--- src/hdl/mvcs_pkg.sv ---
package mvcs_pkg;

  localparam int WinBytes = 8;
  localparam int CfgIdxW  = 2;

  typedef enum logic [1:0] {
    CMP_EQ = 2'd0,
    CMP_NE = 2'd1,
    CMP_GT = 2'd2,
    CMP_LT = 2'd3
  } cmp_mode_t;

  typedef enum logic [CfgIdxW-1:0] {
    REG_COMPARE_MODE = 2'd0,
    REG_TARGET_VALUE = 2'd1,
    REG_VALUE_BYTES  = 2'd2
  } cfg_reg_t;

  typedef struct packed {
    logic shift;
    logic flush;
  } cell_ctrl_t;

  typedef struct packed {
    logic        hit;
    logic [63:0] address;
    logic [3:0]  len;
  } cmp_result_t;

  // A width of zero counts as one byte, anything above eight as eight.
  function automatic logic [3:0] eff_width(input logic [3:0] vb);
    logic [3:0] w;
    w = vb;
    if (vb == 4'd0) begin
      w = 4'd1;
    end else if (vb > 4'd8) begin
      w = 4'd8;
    end
    return w;
  endfunction

endpackage

--- src/hdl/mvcs_cell.sv ---
module mvcs_cell (
  input  logic                   clk,
  input  logic                   rst,
  input  mvcs_pkg::cell_ctrl_t   ctrl,
  input  logic [7:0]             byte_in,
  input  logic                   valid_in,
  output logic [7:0]             byte_q,
  output logic                   valid_q
);

  // A flush drops the byte handed over by the neighbor, so the window
  // restarts empty at a region boundary.
  always_ff @(posedge clk) begin
    if (rst) begin
      valid_q <= 1'b0;
    end else if (ctrl.shift) begin
      valid_q <= valid_in & ~ctrl.flush;
    end
  end

  always_ff @(posedge clk) begin
    if (ctrl.shift) begin
      byte_q <= ctrl.flush ? 8'd0 : byte_in;
    end
  end

endmodule

--- src/hdl/mvcs_compare.sv ---
module mvcs_compare (
  input  logic [7:0]             win_byte [mvcs_pkg::WinBytes],
  input  logic [7:0]             win_valid,
  input  logic [63:0]            addr,
  input  mvcs_pkg::cmp_mode_t    mode,
  input  logic [63:0]            target_value,
  input  logic [3:0]             value_bytes,
  output mvcs_pkg::cmp_result_t  result
);

  logic [3:0]  w;
  logic [2:0]  sh;
  logic [2:0]  idx [mvcs_pkg::WinBytes];
  logic [63:0] val;
  logic [63:0] tgt;
  logic        enough;
  logic        hit;

  assign w  = mvcs_pkg::eff_width(value_bytes);
  assign sh = 3'(4'd8 - w);

  // The newest w bytes sit in the top cells; the oldest of them is the
  // least significant byte of the value.
  always_comb begin
    for (int k = 0; k < mvcs_pkg::WinBytes; k++) begin
      idx[k] = sh + 3'(k);
      if (4'(k) < w) begin
        val[8*k +: 8] = win_byte[idx[k]];
        tgt[8*k +: 8] = target_value[8*k +: 8];
      end else begin
        val[8*k +: 8] = 8'd0;
        tgt[8*k +: 8] = 8'd0;
      end
    end
  end

  // The cell at the window's start is valid once the region holds w bytes.
  assign enough = win_valid[sh];

  always_comb begin
    unique case (mode)
      mvcs_pkg::CMP_EQ: hit = (val == tgt);
      mvcs_pkg::CMP_NE: hit = (val != tgt);
      mvcs_pkg::CMP_GT: hit = (val > tgt);
      mvcs_pkg::CMP_LT: hit = (val < tgt);
      default:          hit = 1'b0;
    endcase
  end

  assign result.hit     = enough & hit;
  assign result.address = addr - 64'(w - 4'd1);
  assign result.len     = w;

endmodule

--- src/hdl/memory_value_compare_scanner.sv ---
// Memory value compare scanner.
// Input channel (in_valid/in_ready) carries one memory byte per item; an item
// with region_first set starts a new region at address region_base, other
// items continue at the next address. Eight byte cells form a shift window.
// Once the region holds value_bytes bytes, the newest bytes are read
// little-endian and compared with target_value under compare_mode.
// Output channel (out_valid/out_ready) carries one item per hit: the address
// of the window's first byte and the width. Items without a hit give nothing.
// Accepted items shift into the cells; a hit goes to the output register.
// Throughput is one item per cycle unless in_ready is low, set by the cell
// shift and the single 64-bit comparator stage behind it.
// When the receiver stalls, the output register holds its item; the compare
// stage behind it keeps taking items until a second hit is waiting, then
// in_ready drops.
// Reset clears the window, the address, the pipeline valids and the registers
// to compare_mode 0, target_value 0, value_bytes 4. The user must write the
// configuration port only while no item is in flight; it is not enforced.
module memory_value_compare_scanner (
  input  logic                          clk,
  input  logic                          rst,
  input  logic                          cfg_write,
  input  logic [mvcs_pkg::CfgIdxW-1:0]  cfg_index,
  input  logic [63:0]                   cfg_data,
  input  logic                          in_valid,
  output logic                          in_ready,
  input  logic [7:0]                    data_byte,
  input  logic                          region_first,
  input  logic [63:0]                   region_base,
  output logic                          out_valid,
  input  logic                          out_ready,
  output logic [63:0]                   hit_address,
  output logic [3:0]                    match_len
);

  mvcs_pkg::cmp_mode_t   compare_mode;
  logic [63:0]           target_value;
  logic [3:0]            value_bytes;

  logic [63:0]           next_address;
  logic [63:0]           addr_cur;
  logic                  s1_valid;
  logic [63:0]           s1_addr;
  logic                  accept;
  logic                  out_free;

  logic [7:0]            win_byte [mvcs_pkg::WinBytes];
  logic [7:0]            win_valid;
  mvcs_pkg::cmp_result_t res;

  always_ff @(posedge clk) begin
    if (rst) begin
      compare_mode <= mvcs_pkg::CMP_EQ;
      target_value <= 64'd0;
      value_bytes  <= 4'd4;
    end else if (cfg_write) begin
      unique case (cfg_index)
        mvcs_pkg::REG_COMPARE_MODE: compare_mode <= mvcs_pkg::cmp_mode_t'(cfg_data[1:0]);
        mvcs_pkg::REG_TARGET_VALUE: target_value <= cfg_data;
        mvcs_pkg::REG_VALUE_BYTES:  value_bytes  <= cfg_data[3:0];
        default: ;
      endcase
    end
  end

  assign out_free = ~out_valid | out_ready;
  assign in_ready = ~rst & (~s1_valid | ~res.hit | out_free);
  assign accept   = in_valid & in_ready;
  assign addr_cur = region_first ? region_base : next_address;

  for (genvar i = 0; i < mvcs_pkg::WinBytes; i++) begin : g_win
    mvcs_pkg::cell_ctrl_t ctrl;
    if (i == mvcs_pkg::WinBytes - 1) begin : g_head
      assign ctrl.shift = accept;
      assign ctrl.flush = 1'b0;
      mvcs_cell u_cell (
        .clk      (clk),
        .rst      (rst),
        .ctrl     (ctrl),
        .byte_in  (data_byte),
        .valid_in (1'b1),
        .byte_q   (win_byte[i]),
        .valid_q  (win_valid[i])
      );
    end else begin : g_body
      assign ctrl.shift = accept;
      assign ctrl.flush = region_first;
      mvcs_cell u_cell (
        .clk      (clk),
        .rst      (rst),
        .ctrl     (ctrl),
        .byte_in  (win_byte[i+1]),
        .valid_in (win_valid[i+1]),
        .byte_q   (win_byte[i]),
        .valid_q  (win_valid[i])
      );
    end
  end

  always_ff @(posedge clk) begin
    if (rst) begin
      next_address <= 64'd0;
      s1_valid     <= 1'b0;
    end else begin
      if (accept) begin
        next_address <= addr_cur + 64'd1;
      end
      if (in_ready) begin
        s1_valid <= in_valid;
      end
    end
  end

  always_ff @(posedge clk) begin
    if (accept) begin
      s1_addr <= addr_cur;
    end
  end

  mvcs_compare u_compare (
    .win_byte     (win_byte),
    .win_valid    (win_valid),
    .addr         (s1_addr),
    .mode         (compare_mode),
    .target_value (target_value),
    .value_bytes  (value_bytes),
    .result       (res)
  );

  always_ff @(posedge clk) begin
    if (rst) begin
      out_valid <= 1'b0;
    end else if (out_free) begin
      out_valid <= s1_valid & res.hit;
    end
  end

  always_ff @(posedge clk) begin
    if (out_free && s1_valid && res.hit) begin
      hit_address <= res.address;
      match_len   <= res.len;
    end
  end

endmodule

--- config.mk ---
export PLATFORM = sky130hd
export DESIGN_NAME = memory_value_compare_scanner
export DESIGN_NICKNAME = d
export VERILOG_FILES = /design/src/hdl/mvcs_pkg.sv /design/src/hdl/mvcs_cell.sv /design/src/hdl/mvcs_compare.sv /design/src/hdl/memory_value_compare_scanner.sv
export SDC_FILE = /design/constraint.sdc
export NUM_CORES = 1
export LEC_CHECK = 0
export BUFFER_PORTS_ARGS = -buffer_cell sky130_fd_sc_hd__buf_4
export CORE_MARGIN = 2
export CORE_UTILIZATION = 50
export CTS_BUF_LIST = sky130_fd_sc_hd__clkbuf_16
export CTS_CLUSTER_DIAMETER = 100
export DETAILED_ROUTE_END_ITERATION = 10
export HOLD_SLACK_MARGIN = 0.02
export PLACE_DENSITY = 0.69
export SKIP_CTS_REPAIR_TIMING = 1
export SLEW_MARGIN = 20
export SYNTH_ARGS = -nofsm -noshare
export SYNTH_HDL_FRONTEND = slang
export SYNTH_SLANG_ARGS = --single-unit
--- constraint.sdc ---
create_clock -name clk -period 12.18 [get_ports clk]
set_input_delay 3.654 -clock clk [delete_from_list [all_inputs] [get_ports clk]]
set_output_delay 3.654 -clock clk [all_outputs]
set_load 0.02 [all_outputs]
Word-level counts from Yosys, hierarchy flattened
Index checks and enable logic that the tools add are counted.
Widths: inputs -> output; s select.
{"block": "classes", "magnitude_cmp": 20, "n_reduce_logical": 8, "n_bitwise": 27, "muxes": 46, "add_sub_neg": 11, "n_eq_ne": 7}
{"op": "$mux 8", "n": 32}
{"op": "$bmux 8 s3", "n": 8}
{"op": "$add 64x1->64 const B", "n": 1}
{"op": "$eq 64x64->1", "n": 1}
{"op": "$gt 64x64->1", "n": 1}
{"op": "$lt 64x64->1", "n": 1}
{"op": "$mux 64", "n": 1}
{"op": "$ne 64x64->1", "n": 1}
{"op": "$sub 64x64->64", "n": 1}
{"op": "$ge 4x4->1 const B", "n": 8}
{"op": "$not 3->4", "n": 8}
{"op": "$lt 3x4->1 const A", "n": 4}
{"op": "$add 3x3->3 const B", "n": 4}
{"op": "$and 1x1->1", "n": 11}
{"op": "$lt 1x4->1 const A", "n": 2}
{"op": "$lt 2x4->1 const A", "n": 2}
{"op": "$mux 4", "n": 2}
{"op": "$add 3x2->3 const B", "n": 2}
{"op": "$eq 2x2->1 const B", "n": 3}
{"op": "$reduce_and 2->1", "n": 3}
{"op": "$not 1->1", "n": 5}
{"op": "$sub 4x1->5 const B", "n": 1}
{"op": "$eq 2x1->1 const B", "n": 2}
{"op": "$gt 4x4->1 const B", "n": 1}
{"op": "other kinds (10)", "n": 14}
{"block": "totals", "regBits": 340, "word_cells": 144, "out_inout_bits": 70, "input_bits": 144}

Depth between registers and ports, before layout
Gate-level depths: netlist of the first run.
{"block": "logic_depth", "depth_word": 18, "mapped_depth": 26, "ltp_nobuf": 21}

Modules after synthesis
From an unflattened synthesis of the first run, not the netlist that was laid out.
{"block": "unflattened", "cells_unflattened": 2362, "hier_area_um2": 22575.4}
{"module": "memory_value_compare_scanner", "area_each_um2": 11780.0, "seq_area_each_um2": 6686.4, "cells_each": 1109, "instances": 1}
{"module": "mvcs_compare", "area_each_um2": 8002.7, "seq_area_each_um2": 0.0, "cells_each": 1093, "instances": 1}
{"module": "mvcs_cell", "area_each_um2": 349.1, "seq_area_each_um2": 260.2, "cells_each": 20, "instances": 8}

Worst setup path before layout of the first run
Ideal clock, no wire load.
{"block": "synth_timing", "path_type": "register to output", "startpoint": "register value_bytes[2]", "endpoint": "output in_ready", "n_path_buf": 5, "path_slack_ps": 2795, "t_arrival_ps": 5731, "stages_incl_launch_ff": 25, "t_required_ps": 8526, "path_cell_list": "dfxtp_1 -> clkbuf_1 -> nor2_1 -> nor2_1 -> nor2_1 -> clkbuf_1 -> clkbuf_1 -> ha_1 -> buf_1 -> inv_2 -> buf_1 -> mux2i_1 -> nand2_1 -> a21oi_1 -> ha_1 -> a21o_1 -> a21o_1 -> a21oi_1 -> o22ai_1 -> nor4bb_1 -> o31ai_1 -> a21oi_1 -> o21ai_1 -> nor2b_1 -> nor2b_1"}
{"item": "start, declared", "line": "memory_value_compare_scanner.sv:37", "source": "logic [3:0] value_bytes;"}
{"item": "start signal, assigned", "line": "memory_value_compare_scanner.sv:59", "source": "mvcs_pkg::REG_VALUE_BYTES: value_bytes <= cfg_data[3:0];"}
{"item": "end, declared", "line": "memory_value_compare_scanner.sv:25", "source": "output logic in_ready,"}

Final worst setup path of the first run
{"block": "layout_timing", "startpoint": "register value_bytes[2]", "endpoint": "output in_ready"}
{"block": "layout_between", "elab_chain_len": 17}
{"item": "$gt 4x4->1", "line": "mvcs_pkg.sv:36", "source": "end else if (vb > 4'd8) begin"}
{"item": "$mux 4", "line": "mvcs_pkg.sv:36"}
{"item": "$mux 4 *", "line": "mvcs_pkg.sv:34", "source": "if (vb == 4'd0) begin"}
{"item": "$sub 1x3->3", "line": "mvcs_compare.sv:20", "source": "assign sh = 3'(4'd8 - w);"}
{"item": "$add 3x1->3 (tied with other cells)", "line": "mvcs_compare.sv:26", "source": "idx[k] = sh + 3'(k);"}
{"item": "$not 3->4 (implied by the code)", "line": "mvcs_compare.sv:28", "source": "val[8*k +: 8] = win_byte[idx[k]];"}
{"item": "$bmux 8 s3", "line": "mvcs_compare.sv:28"}
{"item": "$mux 8 (implied by the code) (2 in a row)", "line": "mvcs_compare.sv:28"}
{"item": "$mux 8", "line": "mvcs_compare.sv:27", "source": "if (4'(k) < w) begin"}
{"item": "$lt 64x64->1 (tied with other cells)", "line": "mvcs_compare.sv:45", "source": "mvcs_pkg::CMP_LT: hit = (val < tgt);"}
{"item": "$pmux 1 s4", "line": "mvcs_compare.sv:41", "source": "unique case (mode)"}
{"item": "$and 1x1->1 *", "line": "mvcs_compare.sv:50", "source": "assign result.hit = enough & hit;"}
{"item": "$not 1->1 *", "line": "memory_value_compare_scanner.sv:66", "source": "assign in_ready = ~rst & (~s1_valid | ~res.hit | out_free);"}
{"item": "$or 1x1->1 * (2 in a row)", "line": "memory_value_compare_scanner.sv:66"}
{"item": "$and 1x1->1 *", "line": "memory_value_compare_scanner.sv:66"}
Every way passes the cells marked *; elsewhere a longest branch is shown, timed or not. The select of a mux whose other input is x is not followed.

==> flow_summary.json, run 1 <==
{
  "fin_crit_sh_pct": 84.6,
  "cts_sinks": 340,
  "coreArea_um2": 42900,
  "via_count": 17300,
  "dp_hpwl_um": 43400,
  "vias_per_cell": 5.65,
  "grt_pass1_wl_um": 91200,
  "cp-end-kind": "output pin",
  "grt_overflow": 0,
  "initial_utilization_pct": 50.5,
  "antennaDiodeCount": 0,
  "cap_violations": 0,
  "die_w_um": 212,
  "yosysSeqAreaShare_pct": 40.5,
  "cts.path.max_buffers": 3,
  "portBuffers": 213,
  "die_area_um2": 45000,
  "root_buffer": "clkbuf_16",
  "crit_type": "register to output pin",
  "synth_edf_count": 196,
  "r2r-start": "value_bytes[2]$_SDFFE_PP1P_",
  "clock_latency_ns": 0.57,
  "grt_usage_pct": 25.8,
  "tightest_slew_ns": 1.07,
  "drv_slew": 0,
  "dpl_cell_area_um2": 23800,
  "final_nets": 2723,
  "htreeDepth": 2,
  "rows": 76,
  "async_flop_share_pct": 0,
  "postRouteAntennaNets": 0,
  "cts_buffers": 39,
  "cp_data_required_time_ns": 8.53,
  "die_h_um": 212,
  "max_freq_mhz": 97.0,
  "syn_inst": 2232,
  "min_path_type": "register to register",
  "avgSynthCellArea_um2": 9.69,
  "setup_slack_ns": 1.87,
  "critPathLaunchType": "register",
  "status": "complete, no violations",
  "synth_flop_cell": "edfxtp_1",
  "clk_pin_slew_worst_paths_ns": 0.06,
  "tritoncts": "done",
  "setup_viol": 0,
  "reg2regPathDepth": 22,
  "gp_congestion": 0.968,
  "antenna_found_initial": 0,
  "layout_min_cycle_time_ns": 10.31,
  "clock_skew_ns": 0.0225,
  "place_ws_ns": 2.42,
  "wire_per_inst_um": 18.9,
  "crit_arrival_ns": 6.65,
  "netlist_area_um2": 21600,
  "finalSetupTns_ns": 0,
  "reg2reg_setup_slack_ns": 4.03,
  "cp-endpoint": "in_ready",
  "p_per_area_nw_per_um2": 126,
  "grt_pass1_vias": 16800,
  "critPathLaunch": "value_bytes[2]$_SDFFE_PP1P_",
  "cp_max_fo": 52,
  "io_pins": 214,
  "r2r_end": "g_win[7].g_head.u_cell.byte_q[2]$_DFFE_PP_",
  "drtIter0Drc": 1382,
  "hold_violations": 0,
  "rsz0062_at_grt": "no",
  "synth-seq-cells": 340,
  "area_growth_pct": 16.3,
  "leakagePower_uw": 0.0104,
  "finalWirelength_um": 57800,
  "dr.pass1.iters": 7,
  "vdd.ir_drop.worst_uv": 129,
  "finalInstanceArea_um2": 25200,
  "ys_types": 84,
  "drive_gt1_share_pct": 15.3,
  "route.detailed.drc": 0,
  "slew_headroom_pct": 28.9,
  "grt_max_degree": 87,
  "final_core_util_pct": 58.7,
  "yosys_warnings": 0
}
## synth_stat cells (15+ instances only)
library cell	n	area (um2)
buf_2	15	75.1
a21oi_1	194	971
clkbuf_1	76	285
mux4_2	26	586
inv_1	57	214
mux2_2	37	417
nand4_1	38	238
a21o_1	61	458
dfxtp_1	144	2880
nand2b_1	89	557
o21ai_0	52	260
nand2_1	350	1310
xnor2_1	80	701
buf_1	18	67.6
and3_1	15	93.8
edfxtp_1	196	5890
ha_1	134	1680
nor2b_1	70	438
and2_1	20	125
xor2_1	40	350
nand3_1	42	210
nor2_1	105	394
mux2i_1	199	1990
## layout by cell type (no fill, tap or decap), types with 43 or more instances in the layout
cell and instances:
o21ai_0 52, dfxtp_1 144, nor2b_1 70, buf_4 226
mux2i_1 199, clkbuf_16 43, inv_1 63, edfxtp_1 196
nor2_1 103, nand2b_1 89, a21oi_1 194, xnor2_1 80
nand2_1 350, conb_1 59, a21o_1 61, ha_1 134
## cell type report
class                           count  area (um2)
Tap cell                          585         732
Timing Repair Buffer              226        1700
Clock buffer                       43        1080
Fill cell                        3691       17700
Clock inverter                     29         240
Sequential cell                   340        8770
Multi-Input combinational cell   1775       12400
Inverter                           62         235
## layer usage
| layer | up-vias | wire length, um | track usage, % |
|---|---|---|---|
| met5 | - | 0 | 0 |
| met4 | 0 | 1300 | 6.53 |
| met3 | 91 | 3260 | 4.14 |
| met2 | 521 | 27100 | 42.1 |
| met1 | 8330 | 26200 | 35.7 |
| li1 | 8335 | - | - |
## where the power goes
part	leakage, uW	switching, uW	internal, uW	total, uW
combinational	0.00674	390	283	672
clock	0.000662	492	704	1200
sequential	0.00302	33.4	1280	1310
total	0.0104	915	2260	3180
## stage by stage
stage | hold slack [ns] | power (uW) | std cells
finish | 0.456 | 3180 | 3060
global route | 0.475 | 3320 | 3060
CTS | 0.456 | 3190 | 3060
detailed placement | 0.448 | 2000 | 2988
global placement | 0.443 | 1980 | 2988
floorplan | 0.432 | 1800 | 2290
## kinds of logic after synthesis
kind of cell	Yosys count	share of synthesized area, %
adder cells (fa/ha/maj)	135	7.84
other	1	0.0173
buffers and inverters	175	3.24
flip-flops	340	40.5
XOR/XNOR	120	4.86
AND/OR/NAND/NOR	789	17.8
multiplexers	265	14.0
AO/OA/AOI/OAI	407	11.7
## worst min-delay path by stage
stage | start | slack (ns) | to | depth (start not counted)
4_1_cts | target_value[56]$_SDFFE_PP0P_ | 0.46 | target_value[56]$_SDFFE_PP0P_ | 2
3_5_place_dp | target_value[3]$_SDFFE_PP0P_ | 0.45 | target_value[3]$_SDFFE_PP0P_ | 2
6_report | target_value[10]$_SDFFE_PP0P_ | 0.46 | target_value[10]$_SDFFE_PP0P_ | 2
5_1_grt | target_value[56]$_SDFFE_PP0P_ | 0.47 | target_value[56]$_SDFFE_PP0P_ | 2
3_3_place_gp | target_value[0]$_SDFFE_PP0P_ | 0.44 | target_value[0]$_SDFFE_PP0P_ | 2
2_1_floorplan | target_value[0]$_SDFFE_PP0P_ | 0.43 | target_value[0]$_SDFFE_PP0P_ | 2
## registers in the layout (all words and copies together), names as in the netlist
register and cells:
g_win.g_head.u_cell.valid_q 1, s1_valid 1, g_win.g_body.u_cell.valid_q 7, s1_addr 64, value_bytes 4, out_valid 1
g_win.g_body.u_cell.byte_q 56, hit_address 64, compare_mode 2, target_value 64, next_address 64, match_len 4
g_win.g_head.u_cell.byte_q 8
## worst max-delay path: stages (launching register included)
cell       delay [ns]
dfxtp_1          0.39
nor2_1           0.12
nor2_1           0.08
nor2_4           0.10
buf_4            0.69
ha_1             0.47
buf_4            0.28
inv_2            0.44
mux2i_1          0.31
nand2_1          0.09
a21oi_1          0.21
ha_1             0.27
a21o_1           0.18
a21o_1           0.17
a21oi_1          0.15
nor2_1           0.06
a2111oi_0        0.64
o31ai_1          0.20
a21oi_1          0.46
o21ai_1          0.19
nor2b_1          0.20
nor2b_1          0.19
buf_4            0.17
Note: power is estimated with default switching activity, not from simulation.
==> inputs of run 2 (changes only) <==
==> constraint.sdc (replaced) <==
create_clock -name clk -period 10.7 [get_ports clk]
set_input_delay 3.21 -clock clk [delete_from_list [all_inputs] [get_ports clk]]
set_output_delay 3.21 -clock clk [all_outputs]
set_load 0.02 [all_outputs]
==> run 2 against run 1 <==
  * Combinational power up 14%
  * Register-to-register slack worse by 1.2 ns
  * Worst setup slack worse by 0.97 ns
  * Wire length up 0.75%
  * Sequential power up 14%
  * Via count about the same
  * Sequential share of layout area about the same
  * Global-route usage up 0.28 points
  * Largest cell class unchanged
  * Highest routed layer unchanged
==> flow_summary.json, run 2 (same netlist as run 1, synthesis figures left out) <==
{
  "cp_num_buf_inv": 3,
  "finalSetupTns_ns": 0,
  "drv_slew": 0,
  "layout_min_cycle_time_ns": 9.80,
  "crit_type": "register to output pin",
  "grt_max_degree": 146,
  "grt_usage_pct": 26.1,
  "hold_path.startpoint": "target_value[9]$_SDFFE_PP0P_",
  "htreeDepth": 2,
  "crit_arrival_ns": 6.59,
  "cp_slowest_cell": "buf_4",
  "wl_met1_um": 26200,
  "grt_pass1_vias": 16800,
  "vdd.ir_drop.worst_uv": 133,
  "antenna_found_initial": 2,
  "slew_headroom_pct": 34.3,
  "final_cell_mix": "nand2_1 (350), buf_4 (224), mux2i_1 (199), edfxtp_1 (196), a21oi_1 (194)",
  "crit_path_max_incr_delay_ns": 0.68,
  "setup_viol": 0,
  "initial_utilization_pct": 50.5,
  "critPathLaunch": "value_bytes[3]$_SDFFE_PP0P_",
  "crit_family": "compound AO/OA/AOI/OAI gates",
  "met3_length_um": 3200,
  "area_growth_pct": 16.4,
  "tritoncts": "done",
  "hold_slack_ns": 0.454,
  "status": "complete, no violations",
  "die_w_um": 212,
  "crit_chain": "nor2_4 -> buf_4 -> ha_1 -> inv_2 -> mux2i_1 -> nand2_1 -> a21oi_1 -> ha_1 -> a21o_1 -> a21o_1 -> a21oi_1 -> nor2_1 -> a2111oi_0 -> o31ai_1 -> a21oi_1 -> o21ai_1 -> nor2b_1 -> nor2b_1 -> buf_4",
  "final_cells": 3062,
  "clock_skew_ns": 0.0206,
  "via_count": 17300,
  "wl_met2_um": 27200,
  "cp_max_fo": 52,
  "nFillCells": 3721,
  "drtIter0Drc": 1338,
  "postRouteAntennaNets": 0,
  "gp_congestion": 0.969,
  "coreArea_um2": 42900,
  "final_nets": 2724,
  "rsz0062_at_grt": "no",
  "cts_sinks": 340,
  "drive_gt1_share_pct": 15.5,
  "whs_path_depth": 2,
  "p_per_area_nw_per_um2": 144,
  "dr.pass1.iters": 5,
  "clk_pin_slew_worst_paths_ns": 0.06,
  "cp-end-kind": "output pin",
  "finalWirelength_um": 58200,
  "route.detailed.drc": 0,
  "die_area_um2": 45000,
  "vias_per_cell": 5.64,
  "place_ws_ns": 1.30,
  "dp_hpwl_um": 43600,
  "cts.path.max_buffers": 3,
  "path_common_cell": "a21oi_1",
  "reg2reg_setup_slack_ns": 2.88,
  "hold_violations": 0,
  "grt_overflow": 0,
  "min_path_type": "register to register",
  "antennaDiodeCount": 0,
  "leakagePower_uw": 0.0104,
  "root_buffer": "clkbuf_16",
  "cap_violations": 0,
  "cp_data_required_time_ns": 7.49,
  "cts_buffers": 40,
  "critPathLaunchType": "register",
  "r2r-start": "value_bytes[3]$_SDFFE_PP0P_",
  "die_h_um": 212,
  "io_pins": 214,
  "top_layer": "met4",
  "crit_cells": 19,
  "dp.cells": 2988,
  "clock_latency_ns": 0.57,
  "max_freq_mhz": 102,
  "power.total_uw": 3630,
  "rows": 76,
  "wire_per_inst_um": 19.0,
  "portBuffers": 213,
  "tightest_slew_ns": 0.985,
  "grt_pass1_wl_um": 91800,
  "setup_slack_ns": 0.898,
  "reg2regPathDepth": 19,
  "fin_crit_sh_pct": 91.6,
  "layout_commonest_cell": "nand2_1"
}
## run 2: changes by cell type in the layout (fill, tap and decap cells not counted), moves of 2 or more
cell	previous run	this run
clkinv_1	7	5
clkbuf_16	43	41
inv_8	0	2
buf_12	0	2
buf_4	226	224
clkinv_2	5	10
## run 2: cell type report
| class | count | area [um2] | share of cell area, % |
|---|---|---|---|
| repair buffers | 226 | 1720 | 6.84 |
| multi-input cells | 1775 | 12400 | 49.3 |
| clock buffers | 41 | 1030 | 4.07 |
| inverters | 62 | 235 | 0.934 |
| well taps | 585 | 732 | 2.91 |
| clock inverters | 33 | 287 | 1.14 |
| flip-flops and latches | 340 | 8770 | 34.8 |
## run 2: power by group
| part | leakage, uW | switching [uW] | internal [uW] |
|---|---|---|---|
| registers | 0.00302 | 38.0 | 1450 |
| clock network | 0.000665 | 574 | 800 |
| logic | 0.00675 | 443 | 323 |
| total | 0.0104 | 1050 | 2580 |
## run 2: stage by stage
stage / utilization [%] / area (um2)
finish: 58.7 / 25200
global placement: 55.6 / 23900
global route: 58.7 / 25200
CTS: 58.7 / 25200
detailed placement: 55.6 / 23900
floorplan: - / 21900
## run 2: final timing paths
path,end
worst max-delay path,in_ready
worst max register to register,g_win[1].g_body.u_cell.byte_q[5]$_SDFFCE_PP0P_
worst min register to register,target_value[9]$_SDFFE_PP0P_
worst min-delay path,target_value[9]$_SDFFE_PP0P_
## run 2: routing by layer
| layer | track usage, % | up-vias |
|---|---|---|
| li1 | - | 8348 |
| met3 | 3.22 | 96 |
| met1 | 36.3 | 8332 |
| met5 | 0 | - |
| met4 | 7.89 | 0 |
| met2 | 42.5 | 502 |
## run 2: tightest hold or removal path, delay by kind of cell (launching register included)
kind / cells / cell delay, ns
DFF: 1 / 0.31
and+or+nand+nor: 1 / 0.05
AOI/OAI and AO/OA: 1 / 0.05
==> inputs of run 3 (changes only) <==
--- a/config.mk
+++ b/config.mk
@@ -6,13 +6,16 @@
 export NUM_CORES = 1
 export LEC_CHECK = 0
 export BUFFER_PORTS_ARGS = -buffer_cell sky130_fd_sc_hd__buf_4
+export CELL_PAD_IN_SITES_DETAIL_PLACEMENT = 0
+export CELL_PAD_IN_SITES_GLOBAL_PLACEMENT = 2
 export CORE_MARGIN = 2
-export CORE_UTILIZATION = 50
+export CORE_UTILIZATION = 39
 export CTS_BUF_LIST = sky130_fd_sc_hd__clkbuf_16
 export CTS_CLUSTER_DIAMETER = 100
 export DETAILED_ROUTE_END_ITERATION = 10
 export HOLD_SLACK_MARGIN = 0.02
-export PLACE_DENSITY = 0.69
+export MAX_ROUTING_LAYER = met4
+export PLACE_DENSITY_LB_ADDON = 0.1
 export SKIP_CTS_REPAIR_TIMING = 1
 export SLEW_MARGIN = 20
 export SYNTH_ARGS = -nofsm -noshare
==> run 3 against run 2 <==
  * Flip-flop and latch count is the same
  * Clock power grew 7%
  * Clock skew shrank 0.0079 ns
  * Fmax grew 4.1%
  * Design area grew 1.2%
  * Critical endpoint unchanged
==> flow_summary.json, run 3 (same netlist as run 1, synthesis figures left out) <==
{
  "rows": 86,
  "portBuffers": 213,
  "die_area_um2": 57400,
  "finalInstanceArea_um2": 25500,
  "tightest_slew_ns": 0.962,
  "hold_violations": 0,
  "slew_headroom_pct": 35.8,
  "tritoncts": "done",
  "r2r_end": "g_win[1].g_body.u_cell.byte_q[1]$_SDFFCE_PP0P_",
  "antennaDiodeCount": 0,
  "postRouteAntennaNets": 0,
  "vias_per_cell": 5.29,
  "route.detailed.drc": 0,
  "htreeDepth": 2,
  "path_common_cell": "nor2b_1",
  "reg2regPathDepth": 17,
  "drive_gt1_share_pct": 15.3,
  "critPathLaunch": "value_bytes[2]$_SDFFE_PP1P_",
  "dr.pass1.iters": 5,
  "cap_violations": 0,
  "p_per_area_nw_per_um2": 147,
  "cp-endpoint": "in_ready",
  "crit_path_max_incr_delay_ns": 0.79,
  "grt_pass1_wl_um": 99300,
  "cp-end-kind": "output pin",
  "die_h_um": 240,
  "final_cell_mix": "nand2_1 (350), buf_4 (225), mux2i_1 (199), edfxtp_1 (196), a21oi_1 (194)",
  "clock_latency_ns": 0.56,
  "crit_chain": "nor2b_1 -> inv_1 -> ha_1 -> mux4_2 -> nor2_1 -> ha_1 -> nand4_1 -> or2_1 -> nor2_1 -> o21ai_0 -> nor4bb_1 -> o31ai_1 -> a21oi_1 -> a41oi_1 -> nor2b_1 -> nor2b_1 -> buf_4",
  "rsz0062_at_grt": "no",
  "fin_crit_sh_pct": 88.0,
  "grt_overflow": 0,
  "grt_pass1_vias": 16800,
  "finalSetupTns_ns": 0,
  "min_path_type": "register to register",
  "leakagePower_uw": 0.0105,
  "drv_slew": 0,
  "drtIter0Drc": 1115,
  "finalWirelength_um": 64500,
  "layout_min_cycle_time_ns": 9.42,
  "cp_max_fo": 16,
  "seqCellArea_um2": 8770,
  "clock_skew_ns": 0.0127,
  "cp_slowest_cell": "ha_1",
  "initial_utilization_pct": 39.4,
  "coreArea_um2": 55000,
  "area_growth_pct": 17.8,
  "grt_usage_pct": 23.1,
  "cp_data_required_time_ns": 7.49,
  "clk_pin_slew_worst_paths_ns": 0.06,
  "dpl_cell_area_um2": 24100,
  "root_buffer": "clkbuf_16",
  "crit_type": "register to output pin",
  "grt_max_degree": 81,
  "cts_sinks": 340,
  "status": "complete, no violations",
  "final_nets": 2727,
  "gp_congestion": 0.902,
  "multi_input_area_um2": 12400,
  "setup_viol": 0,
  "wire_per_inst_um": 20.0,
  "vdd.ir_drop.worst_uv": 85.1,
  "nFillCells": 5292,
  "reg2reg_setup_slack_ns": 3.29,
  "io_pins": 214,
  "via_count": 17100,
  "dp_hpwl_um": 49200,
  "layout_commonest_cell": "nand2_1",
  "die_w_um": 240,
  "r2r-start": "value_bytes[2]$_SDFFE_PP1P_",
  "max_freq_mhz": 106,
  "critPathLaunchType": "register",
  "cts.path.max_buffers": 3,
  "antenna_found_initial": 1,
  "crit_arrival_ns": 6.21,
  "cts_buffers": 42
}
==> run 3: stage by stage <==
stage	power, uW	hold slack (ns)	setup slack [ns]	instances	util [%]
detailed placement	2300	0.445	1.97	3152	43.8
global route	3920	0.480	0.912	3230	46.3
CTS	3780	0.453	1.31	3230	46.3
finish	3740	0.455	1.28	3230	46.3
global placement	2300	0.442	2.00	3152	43.8
floorplan	2050	0.432	1.76	2290	-
==> run 3: final cells by class <==
| cell class | instances | share of cell area (%) |
|---|---|---|
| Sequential cell | 340 | 34.4 |
| Clock buffer | 45 | 4.42 |
| Clock inverter | 33 | 1.13 |
| Inverter | 62 | 0.933 |
| Multi-Input combinational cell | 1775 | 48.7 |
| Timing Repair Buffer | 227 | 6.75 |
| Tap cell | 748 | 3.67 |
==> run 3: power by group <==
| group | total (uW) | switching [uW] | internal [uW] |
|---|---|---|---|
| registers | 1490 | 40.1 | 1450 |
| clock network | 1460 | 582 | 879 |
| logic | 788 | 463 | 325 |
| total | 3740 | 1090 | 2660 |
==> run 3: critical path: cells and delay by family, from the launching register on <==
family,cells,cell delay [ns]
AO/OA/AOI/OAI,4,1.30
multiplexers,1,0.42
flip-flops,1,0.54
AND/OR/NAND/NOR,8,2.10
adder cells (fa/ha/maj),2,1.02
buffers and inverters,2,0.27
==> run 3: per-layer routing <==
metal,global-route usage (%),up-vias,wire (um)
li1,-,8354,-
met1,32.8,8275,31700
met2,35.3,386,28900
met3,3.18,64,2970
met4,4.30,0,918
met5,-,-,0
==> run 3: how the worst min path moves through the flow <==
| stage | from | to | slack, ns | cells past startpoint |
|---|---|---|---|---|
| finish | target_value[0]$_SDFFE_PP0P_ | target_value[0]$_SDFFE_PP0P_ | 0.46 | 2 |
| floorplan | target_value[0]$_SDFFE_PP0P_ | target_value[0]$_SDFFE_PP0P_ | 0.43 | 2 |
| CTS | target_value[0]$_SDFFE_PP0P_ | target_value[0]$_SDFFE_PP0P_ | 0.45 | 2 |
| global route | target_value[12]$_SDFFE_PP0P_ | target_value[12]$_SDFFE_PP0P_ | 0.48 | 2 |
| detailed placement | target_value[0]$_SDFFE_PP0P_ | target_value[0]$_SDFFE_PP0P_ | 0.45 | 2 |
| global placement | target_value[0]$_SDFFE_PP0P_ | target_value[0]$_SDFFE_PP0P_ | 0.44 | 2 |
